$ cat config.mk
export PLATFORM = sky130hd
export DESIGN_NAME = conv_code_byte_codec_flat
export DESIGN_NICKNAME = d
export VERILOG_FILES = /design/src/hdl/ccbc_pkg.sv /design/src/hdl/ccbc_if.sv /design/src/hdl/ccbc_encoder.sv /design/src/hdl/ccbc_decoder.sv /design/src/hdl/conv_code_byte_codec.sv /design/src/flat_wrapper.sv
export SDC_FILE = /design/constraint.sdc
export NUM_CORES = 1
export LEC_CHECK = 0
export BUFFER_PORTS_ARGS = -buffer_cell sky130_fd_sc_hd__buf_4
export CORE_ASPECT_RATIO = 0.7
export CORE_MARGIN = 4
export CORE_UTILIZATION = 30
export CTS_BUF_LIST = sky130_fd_sc_hd__clkbuf_4 sky130_fd_sc_hd__clkbuf_8 sky130_fd_sc_hd__clkbuf_16
export DETAILED_ROUTE_END_ITERATION = 10
export GPL_ROUTABILITY_DRIVEN = 0
export HOLD_SLACK_MARGIN = 0.1
export SYNTH_ARGS = -nofsm -noshare
export SYNTH_HDL_FRONTEND = slang
export SYNTH_HIERARCHICAL = 1
export SYNTH_SLANG_ARGS = --single-unit
$ cat constraint.sdc
create_clock -name clk -period 19.6 [get_ports clk]
set_input_delay 0 -clock clk [delete_from_list [all_inputs] [get_ports clk]]
set_output_delay 0 -clock clk [all_outputs]
set_load 0.02 [all_outputs]
$ cat src/hdl/ccbc_pkg.sv
// ----------------------------------------------------------------------------
// ccbc_pkg : shared definitions for the convolutional byte codec
// Holds the mode codes, the trellis tables and the derived message widths.
// ----------------------------------------------------------------------------
package ccbc_pkg;

    // Number of message bits taken through the trellis for each item.
    localparam int MESSAGE_BITS = 8;

    // Widths of the fixed payload fields.
    localparam int DATA_W   = 8;
    localparam int CODE_W   = 32;
    localparam int SYM_W    = 4;
    localparam int STATE_W  = 3;
    localparam int N_STATES = 1 << STATE_W;

    // Working widths: wide enough for the message and for every field.
    localparam int MSG_W  = (MESSAGE_BITS > DATA_W) ? MESSAGE_BITS : DATA_W;
    localparam int WORD_W = (SYM_W * MESSAGE_BITS > CODE_W) ? SYM_W * MESSAGE_BITS : CODE_W;

    typedef logic [STATE_W-1:0] state_t;
    typedef logic [SYM_W-1:0]   sym_t;

    // Operation codes carried in the mode field.
    typedef enum logic {
        MODE_ENCODE = 1'b0,
        MODE_DECODE = 1'b1
    } mode_t;

    // Expected branch symbols and successor states, indexed by state.
    localparam sym_t SYM_ONE [N_STATES] = '{
        4'd14, 4'd11, 4'd9, 4'd12, 4'd11, 4'd14, 4'd12, 4'd9
    };
    localparam sym_t SYM_ZERO [N_STATES] = '{
        4'd0, 4'd5, 4'd7, 4'd2, 4'd5, 4'd0, 4'd2, 4'd7
    };
    localparam state_t NXT_ONE [N_STATES] = '{
        3'd4, 3'd4, 3'd5, 3'd5, 3'd6, 3'd6, 3'd7, 3'd7
    };
    localparam state_t NXT_ZERO [N_STATES] = '{
        3'd0, 3'd0, 3'd1, 3'd1, 3'd2, 3'd2, 3'd3, 3'd3
    };

endpackage

$ cat src/hdl/ccbc_if.sv
// ----------------------------------------------------------------------------
// ccbc_if : valid/ready channels of the convolutional byte codec
// Request channel (mode and operands) and response channel (results).
// ----------------------------------------------------------------------------
interface ccbc_req_if;
    logic        valid;
    logic        ready;
    logic        mode;
    logic [7:0]  data_byte;
    logic [31:0] code_word;

    modport source (output valid, output mode, output data_byte, output code_word,
                    input ready);
    modport sink   (input valid, input mode, input data_byte, input code_word,
                    output ready);
endinterface

interface ccbc_rsp_if;
    logic        valid;
    logic        ready;
    logic [31:0] encoded_word;
    logic [7:0]  decoded_byte;

    modport source (output valid, output encoded_word, output decoded_byte,
                    input ready);
    modport sink   (input valid, input encoded_word, input decoded_byte,
                    output ready);
endinterface

$ cat src/hdl/ccbc_encoder.sv
// ----------------------------------------------------------------------------
// ccbc_encoder : rate-1/4 convolutional encoder for one message
// Walks the three-bit shift register from zero and packs the symbols.
// ----------------------------------------------------------------------------
module ccbc_encoder
    import ccbc_pkg::*;
(
    input  logic [DATA_W-1:0] data_byte,
    output logic [CODE_W-1:0] encoded_word
);

    always_comb
    begin
        logic [MSG_W-1:0]  msg;
        logic [WORD_W-1:0] word;
        state_t            st;
        logic              b;
        logic              par;

        msg  = MSG_W'(data_byte);
        word = '0;
        st   = '0;
        for (int i = MESSAGE_BITS - 1; i >= 0; i--)
        begin
            b   = msg[i];
            par = ^st;
            word[SYM_W*i +: SYM_W] = {b, b ^ par, b ^ st[1], par};
            st  = {b, st[STATE_W-1:1]};
        end
        encoded_word = word[CODE_W-1:0];
    end

endmodule

$ cat src/hdl/ccbc_decoder.sv
// ----------------------------------------------------------------------------
// ccbc_decoder : hard-decision trellis walk for one code word
// Takes at most one branch per symbol; an unmatched symbol keeps the state.
// ----------------------------------------------------------------------------
module ccbc_decoder
    import ccbc_pkg::*;
(
    input  logic [CODE_W-1:0] code_word,
    output logic [DATA_W-1:0] decoded_byte
);

    always_comb
    begin
        logic [WORD_W-1:0] code;
        logic [MSG_W-1:0]  msg;
        state_t            st;
        sym_t              sym;

        code = WORD_W'(code_word);
        msg  = '0;
        st   = '0;
        for (int i = MESSAGE_BITS - 1; i >= 0; i--)
        begin
            sym = code[SYM_W*i +: SYM_W];
            if (sym == SYM_ONE[st])
            begin
                msg[i] = 1'b1;
                st     = NXT_ONE[st];
            end
            else if (sym == SYM_ZERO[st])
            begin
                st = NXT_ZERO[st];
            end
        end
        decoded_byte = msg[DATA_W-1:0];
    end

endmodule

$ cat src/hdl/conv_code_byte_codec.sv
// ----------------------------------------------------------------------------
// conv_code_byte_codec : rate-1/4 convolutional byte encoder and decoder
// Each request item is encoded or decoded on its own and gives one response.
// ----------------------------------------------------------------------------
//
//  Channel | Direction | Payload                             | Handshake
//  --------+-----------+-------------------------------------+-------------
//  req     | in        | mode, data_byte[7:0], code_word[31:0] | valid/ready
//  rsp     | out       | encoded_word[31:0], decoded_byte[7:0] | valid/ready
//
// The response is shown from the output register after the request item has
// passed through the input register, and one item is accepted in every
// cycle when the response side keeps up.
// The request is captured in an input register; the encoder or the decoder
// then works on it combinationally and the result lands in the output
// register. The eight-step trellis walk of the decoder sets the logic depth.
// A stalled response holds both registers in turn; req.ready falls only when
// both are full. Reset clears the valid flags only.
//
module conv_code_byte_codec
    import ccbc_pkg::*;
(
    input  logic        clk,
    input  logic        rst_n,
    ccbc_req_if.sink    req,
    ccbc_rsp_if.source  rsp
);

    // Input register stage.
    logic              s1_valid_reg;
    logic              s1_mode_reg;
    logic [DATA_W-1:0] s1_data_reg;
    logic [CODE_W-1:0] s1_code_reg;

    // Output register stage.
    logic              out_valid_reg;
    logic [CODE_W-1:0] encoded_word_reg;
    logic [DATA_W-1:0] decoded_byte_reg;

    logic              s1_adv;
    logic              req_acc;
    logic [CODE_W-1:0] enc_word;
    logic [DATA_W-1:0] dec_byte;
    logic [CODE_W-1:0] encoded_word_next;
    logic [DATA_W-1:0] decoded_byte_next;

    // The output register can take a new result when it is empty or being
    // emptied; the input register can take a request when it is empty or its item moves on.
    assign s1_adv    = !out_valid_reg || rsp.ready;
    assign req.ready = !s1_valid_reg || s1_adv;
    assign req_acc   = req.valid && req.ready;

    ccbc_encoder u_encoder
    (
        .data_byte    (s1_data_reg),
        .encoded_word (enc_word)
    );

    ccbc_decoder u_decoder
    (
        .code_word    (s1_code_reg),
        .decoded_byte (dec_byte)
    );

    // The field that does not belong to the operation reads as zero.
    always_comb
    begin
        if (s1_mode_reg == MODE_DECODE)
        begin
            encoded_word_next = '0;
            decoded_byte_next = dec_byte;
        end
        else
        begin
            encoded_word_next = enc_word;
            decoded_byte_next = '0;
        end
    end

    always_ff @(posedge clk or negedge rst_n)
    begin
        if (!rst_n)
        begin
            s1_valid_reg  <= 1'b0;
            out_valid_reg <= 1'b0;
        end
        else
        begin
            if (req.ready)
            begin
                s1_valid_reg <= req.valid;
            end
            if (s1_adv)
            begin
                out_valid_reg <= s1_valid_reg;
            end
        end
    end

    always_ff @(posedge clk)
    begin
        if (req_acc)
        begin
            s1_mode_reg <= req.mode;
            s1_data_reg <= req.data_byte;
            s1_code_reg <= req.code_word;
        end
        if (s1_adv && s1_valid_reg)
        begin
            encoded_word_reg <= encoded_word_next;
            decoded_byte_reg <= decoded_byte_next;
        end
    end

    assign rsp.valid        = out_valid_reg;
    assign rsp.encoded_word = encoded_word_reg;
    assign rsp.decoded_byte = decoded_byte_reg;

    // An accepted request is always held in the input stage next cycle.
    a_req_captured: assert property (@(posedge clk) disable iff (!rst_n)
        req_acc |=> s1_valid_reg)
        else $error("accepted request not captured in input stage");

    // An item in the input stage that cannot move stays, with its mode.
    a_s1_holds: assert property (@(posedge clk) disable iff (!rst_n)
        (s1_valid_reg && !s1_adv) |=> (s1_valid_reg && $stable(s1_mode_reg)))
        else $error("input stage item lost while output stalled");

    // An item leaving the input stage always arrives in the output register.
    a_s1_to_out: assert property (@(posedge clk) disable iff (!rst_n)
        (s1_valid_reg && s1_adv) |=> out_valid_reg)
        else $error("item dropped between stages");

    // Only one of the two result fields can carry data.
    a_one_field: assert property (@(posedge clk) disable iff (!rst_n)
        out_valid_reg |-> (encoded_word_reg == '0 || decoded_byte_reg == '0))
        else $error("both result fields non-zero");

endmodule
$ cat src/flat_wrapper.sv
// flat-port wrapper written by rule: the top's interface ports become plain ports
module conv_code_byte_codec_flat import ccbc_pkg::*;
  (clk, rst_n, req_valid, req_mode, req_data_byte, req_code_word, req_ready, rsp_valid, rsp_encoded_word, rsp_decoded_byte, rsp_ready);
  ccbc_req_if req_i ();
  ccbc_rsp_if rsp_i ();
  input  logic clk;
  input  logic rst_n;
  input wire logic [$bits(req_i.valid)-1:0] req_valid;
  input wire logic [$bits(req_i.mode)-1:0] req_mode;
  input wire logic [$bits(req_i.data_byte)-1:0] req_data_byte;
  input wire logic [$bits(req_i.code_word)-1:0] req_code_word;
  output wire logic [$bits(req_i.ready)-1:0] req_ready;
  output wire logic [$bits(rsp_i.valid)-1:0] rsp_valid;
  output wire logic [$bits(rsp_i.encoded_word)-1:0] rsp_encoded_word;
  output wire logic [$bits(rsp_i.decoded_byte)-1:0] rsp_decoded_byte;
  input wire logic [$bits(rsp_i.ready)-1:0] rsp_ready;
  assign req_i.valid = req_valid;
  assign req_i.mode = req_mode;
  assign req_i.data_byte = req_data_byte;
  assign req_i.code_word = req_code_word;
  assign req_ready = req_i.ready;
  assign rsp_valid = rsp_i.valid;
  assign rsp_encoded_word = rsp_i.encoded_word;
  assign rsp_decoded_byte = rsp_i.decoded_byte;
  assign rsp_i.ready = rsp_ready;
  conv_code_byte_codec u_core (.clk(clk), .rst_n(rst_n), .req(req_i), .rsp(rsp_i));
endmodule
; ---- After elaboration in Yosys (flattened, before gate mapping)
; Memories as Yosys holds them, arrays and structs flattened.
; Cells that the tools add are included.
[totals]
n_memories = 25
ramBits = 0
rom_bits = 704
elab_cells = 158
latchBits = 0
register_bits = 81
[classes]
eq_ne = 14
n_reduce_logical = 13
n_bitwise = 20
n_div = 0
addsub = 0
mux = 71
multipliers = 0
shift = 0
order_cmp = 7
[mem_list]
columns = name, words, width, rd, rd_ports_with_merged_regs, wr, line_no
row1 = (no name shown), 8, 4, 1, 0, 0, ccbc_decoder.sv:25  ; if (sym == SYM_ONE[st])
row2 = (no name shown), 8, 4, 1, 0, 0, ccbc_decoder.sv:30  ; else if (sym == SYM_ZERO[st])
row3 = (no name shown), 8, 4, 1, 0, 0, ccbc_decoder.sv:25
row4 = (no name shown), 8, 4, 1, 0, 0, ccbc_decoder.sv:30
row5 = (no name shown), 8, 4, 1, 0, 0, ccbc_decoder.sv:25
row6 = (no name shown), 8, 4, 1, 0, 0, ccbc_decoder.sv:30
row7 = 19 more memories, --, --, --, --, --, --
[op_table]
columns = operator, count
row1 = 3-bit 2-to-1 mux, 37
row2 = 4-bit 2-to-1 mux, 26
row3 = 4-bit equality test, 13
row4 = 4-bit >= comparator (second input constant), 7
row5 = 3-bit NOT with 4-bit output, 7
row6 = 3-bit parity, 7
row7 = 1-bit bitwise XOR, 13
row8 = 1-bit 2-to-1 mux, 8
row9 = 4-bit equality test (second input constant), 1
row10 = 1-bit logical AND, 2
row11 = 1-bit zero test, 2
row12 = 1-bit logical OR, 2

; ---- Depth between registers and ports, before layout
[depth]
depth_word = 50
ltp_mapped = 27

; ---- Modules after synthesis
; Netlist, hierarchy kept.
[by_module_without_submodules]
columns = module, area_each_um2, instances, cells_per_inst, seq_area_each_um2
row1 = conv_code_byte_codec, 2803.9, 1, 133, 2482.4
row2 = ccbc_decoder, 2142.1, 1, 302, 0.0
row3 = ccbc_encoder, 329.1, 1, 38, 0.0

; ---- Worst setup path after synthesis
; Ideal clock, no wire load.
[synth_path]
path_kind = register to register
start = register u_core.s1_code_reg[28]
end = register u_core.decoded_byte_reg[0], in the netlist u_core/rsp.decoded_byte[0], data pin
n_path_buf = 2
arrival_ps = 6215
setup_slack_ps = 13254
t_required_ps = 19469
synth_period_minus_slack_ps = 6346
stages_incl_launch_ff = 27
setup_ps = 131
path_cell_list = edfxtp_1 nand4b_4 or3_1 o21ai_0 nand3_1 ha_1 xnor2_1 nand3_1 o41ai_1 a21oi_1 nand2b_1 o31a_2 a31o_1 buf_6 xnor3_1 mux2i_1 nor4_1 a311o_1 o21a_4 o22a_1 or3_1 buf_6 mux2i_1 o31a_1 or3_1 a22oi_2 and2_1
[synth_via]
elab_chain_cells = 50
[synth_rtl]
columns = element, line_no
row1 = start: declaration, conv_code_byte_codec.sv:33  ; logic [CODE_W-1:0] s1_code_reg;
row2 = start signal: assignment, conv_code_byte_codec.sv:106  ; s1_code_reg <= req.code_word;
row3 = 4-bit equality test (*), ccbc_decoder.sv:25
row4 = 3-bit 2-to-1 mux (*), ccbc_decoder.sv:25
row5 = 3-bit NOT with 4-bit output (not written as such), --
row6 = memory read 8 x 4 bit, --
row7 = 4-bit 2-to-1 mux (not written as such) (2 in series), ccbc_decoder.sv:30
row8 = 4-bit equality test, ccbc_decoder.sv:30
row9 = 3-bit 2-to-1 mux, ccbc_decoder.sv:30
row10 = 3-bit 2-to-1 mux (*), ccbc_decoder.sv:25
row11 = [33 not listed], --
row12 = 3-bit 2-to-1 mux, ccbc_decoder.sv:30
row13 = 3-bit 2-to-1 mux (*), ccbc_decoder.sv:25
row14 = 3-bit NOT with 4-bit output (*), --
row15 = memory read 8 x 4 bit (*), --
row16 = 4-bit 2-to-1 mux (not written as such) (*) (2 in series), ccbc_decoder.sv:25
row17 = 4-bit equality test (*), ccbc_decoder.sv:25
row18 = 1-bit 2-to-1 mux (*), ccbc_decoder.sv:25
row19 = net u_core.dec_byte[0], conv_code_byte_codec.sv:43  ; logic [DATA_W-1:0] dec_byte;
row20 = end signal: assignment, conv_code_byte_codec.sv:111  ; decoded_byte_reg <= decoded_byte_next;
row21 = end: declaration, conv_code_byte_codec.sv:38  ; logic [DATA_W-1:0] decoded_byte_reg;
; The timed path passes the listed nets; every way through them passes the cells marked *. The select of a mux whose other input is x is not followed.
; A chain may end at the register's enable or synchronous reset.

; ---- Worst setup path in the final report
; Same ends and word-level chain as after synthesis.

==> reports/results.txt <==
Row count -> 40
Largest net degree at the start of global routing -> 42
Max Fclk -> 140 MHz
Router iterations before antenna repair -> 6
RSZ-0062 raised after global routing -> no
Die area -> 19800 µm²
Post-DP HPWL -> 9120 µm
CTS Hold Bufs -> 46
# setup viols final -> 0
CP Capture Point -> u_core/rsp.decoded_byte[0]$_SDFFCE_PN0P_
Actual slew at the worst max-slew pin -> 1.03 ns
DIE WIDTH -> 166 µm
Clk root buf -> clkbuf_16
Initial Utilization -> 0.306
Slew margin rel. -> 0.315
Reg-to-Reg End -> u_core/rsp.decoded_byte[0]$_SDFFCE_PN0P_
Num ports -> 87
Top_reg_cell synth -> edfxtp_1
Crit end category -> register
Synth area leaders -> edfxtp_1 (46%), nor2b_1 (4.4%), xor2_1 (2.3%), xnor2_1 (2.2%), buf_4 (2.1%)
Yosys top cell area share -> 0.461
Clock Skew -> 0.00722 ns
Reg2Reg Launch Point -> u_core/s1_code_reg[28]$_DFFE_PP_
WL final -> 12800 µm
Flop2flop setup slack -> 12.44 ns
Worst skew pair latency -> 0.34 ns
Leak -> 2.53 nW
Core area -> 17200 µm²
Post-route cell area -> 6730 µm²
Initial antenna violation count -> 0
Total power divided by cell area -> 73.8 nW/µm²
Synth unique cells -> 95
Initial DRC count -> 530
Critical path class -> register to register
Syn. warnings -> 6
Post-synthesis sequential area ratio -> 0.471
Synth Cell Area -> 5280 µm²
Vias in the first global route -> 4139
First-pass GRT wire length -> 20900 µm
Max-cap violations -> 0
Global route overflow -> 0
# Post-CTS Setup Buffers -> 0
Async SR Flop Fraction -> 0.0241
Tcrit/Tclk final -> 0.365
CTS clk-pin slew, worst paths -> 0.06 ns
WL/cell -> 15.6 µm
Sink Count -> 83
Area Overhead vs Synth -> 27.6%
Final slew viol count -> 0
H-tree depth -> 3
Syn Nets -> 520
HP Class -> input port to register
Die Height -> 119 µm
Average size of a mapped cell -> 11.2 µm²
Layout cells sized above 1 -> 0.245
CTS buffer count -> 9
Worst path required time -> 19.81 ns
Final ANT Viol Nets -> 0
N_diodes -> 0
Final hold vios -> 0
Post_cts resized -> 0
Via-to-Cell Ratio -> 5.14
CTS tree -> done
Vias -> 4209
Critical Path Source -> u_core/s1_code_reg[28]$_DFFE_PP_
Post-synth top area cell -> edfxtp_1
DRC viols -> 0
Crit path time final -> 7.16 ns
Outcome -> completed
Post-Place Cell Area -> 6000 µm²
#FFs+latches synth -> 83
CP startpoint kind -> register
Arr. time, crit path -> 7.37 ns
Clock tree buffer depth -> 2
Worst VDD drop -> 40.8 µV
Placed insts -> 757
Nets@finish -> 630
Final cell utilization of the core -> 0.391
Post-Synthesis Cells -> 473
Worst Reg-to-Reg Cells -> 24
Worst Path Max Fanout -> 11
Number of port buffers -> 86
Fin Setup TNS -> 0 ns
GRT Overall Usage -> 0.129
Post-route insts no fill -> 819
EDFF count, synth -> 81
## layout by cell type (no fill, tap or decap), types with 8 or more instances in the layout
cell type and instances:
nor3_1 8, nand2_1 29, and2_1 10, nand3_1 19, or3_1 8, xor2_1 14, mux2i_1 10, o21ai_0 13
edfxtp_1 81, clkbuf_16 9, nand2b_1 8, dlygate4sd3_1 46, nor2b_1 37, xnor2_1 13, buf_4 87, a21oi_1 12
nor2_1 22, inv_1 12
## synthesized netlist by cell type (6+ instances only)
cell type and n:
edfxtp_1 81, nor2b_1 37, nand2_1 29, nor2_1 22, nand3_1 19, buf_4 15, xor2_1 14, o21ai_0 13
xnor2_1 13, a21oi_1 12, and2_1 12, inv_1 12, mux2i_1 10, clkbuf_1 9, nand2b_1 8, nor3_1 8
or3_1 8, a21o_1 6, nor4_1 6, o21ai_1 6
## stage by stage
| stage | worst slack [ns] | hold slack (ns) | total power, W |
|---|---|---|---|
| 2_1_floorplan | 13.25 | -0.296 | 0.000304 |
| 3_3_place_gp | 12.76 | -0.217 | 0.000333 |
| 3_5_place_dp | 12.52 | -0.216 | 0.000335 |
| 4_1_cts | 12.49 | 0.352 | 0.000501 |
| 5_1_grt | 11.89 | 0.367 | 0.000521 |
| 6_report | 12.44 | 0.371 | 0.000497 |
## critical path, stage by stage, from the launching register on
cell      delay, ns
edfxtp_1       0.37
nand4b_4       0.25
or3_1          0.33
o21ai_0        0.08
nand3_1        0.16
ha_1           0.38
xnor2_1        0.26
nand4_1        0.13
or4_4          0.47
nand3_1        0.20
a21oi_1        0.19
or2_1          0.32
o21ai_1        0.72
mux2i_1        0.18
o221ai_1       0.38
a31oi_2        0.20
o211a_1        0.27
o21a_4         0.22
o22a_1         0.20
or3_1          0.52
mux2i_1        0.19
o31a_1         0.32
or3_1          0.36
a22oi_2        0.19
and2_1         0.14
## cell type report
| type | count | area (µm²) |
|---|---|---|
| clock buffers | 11 | 240 |
| clock inverters | 5 | 32.5 |
| fillers | 1698 | 10500 |
| inverters | 13 | 53.8 |
| multi-input cells | 343 | 2520 |
| flip-flops and latches | 83 | 2480 |
| well taps | 231 | 289 |
| repair buffers | 133 | 1110 |
## layer usage
metal  vias to the layer above  track usage  share of wire
li1                       1999            -              -
met4                         0       0.0434          0.023
met2                       141        0.208           0.47
met5                         -            0              0
met3                        19       0.0322          0.056
met1                      2050        0.171           0.45
## worst min path at each step
| stage | cells past startpoint | to | startpoint |
|---|---|---|---|
| after floorplan | 0 | u_core/rsp.valid$_DFFE_PN0P_ | rst_n |
| after global placement | 1 | u_core/rsp.valid$_DFFE_PN0P_ | rst_n |
| after detailed placement | 1 | u_core/s1_valid_reg$_DFFE_PN0P_ | rst_n |
| after CTS | 2 | u_core/s1_code_reg[13]$_DFFE_PP_ | req_code_word[13] |
| after global routing | 2 | u_core/s1_code_reg[6]$_DFFE_PP_ | req_code_word[6] |
| final | 2 | u_core/s1_data_reg[1]$_DFFE_PP_ | req_data_byte[1] |
## report_power, final
group	switching [W]	internal [W]
Sequential	0.0000115	0.000212
Clock	0.0000682	0.0000882
Combinational	0.0000638	0.0000524
## cells by family (layout without fill, tap and decap cells)
family                   count (synthesis)  count (layout)  synth area share
AO/OA/AOI/OAI                          113             113             0.183
XOR/XNOR                                31              31            0.0584
adder cells (fa/ha/maj)                  2               2           0.00474
buffers and inverters                   47             162            0.0519
flip-flops                              83              83             0.471
multiplexers                            11              11            0.0232
other                                    1               1          0.000711
AND/OR/NAND/NOR                        185             185             0.207
Power figures use the tool's default switching activity.
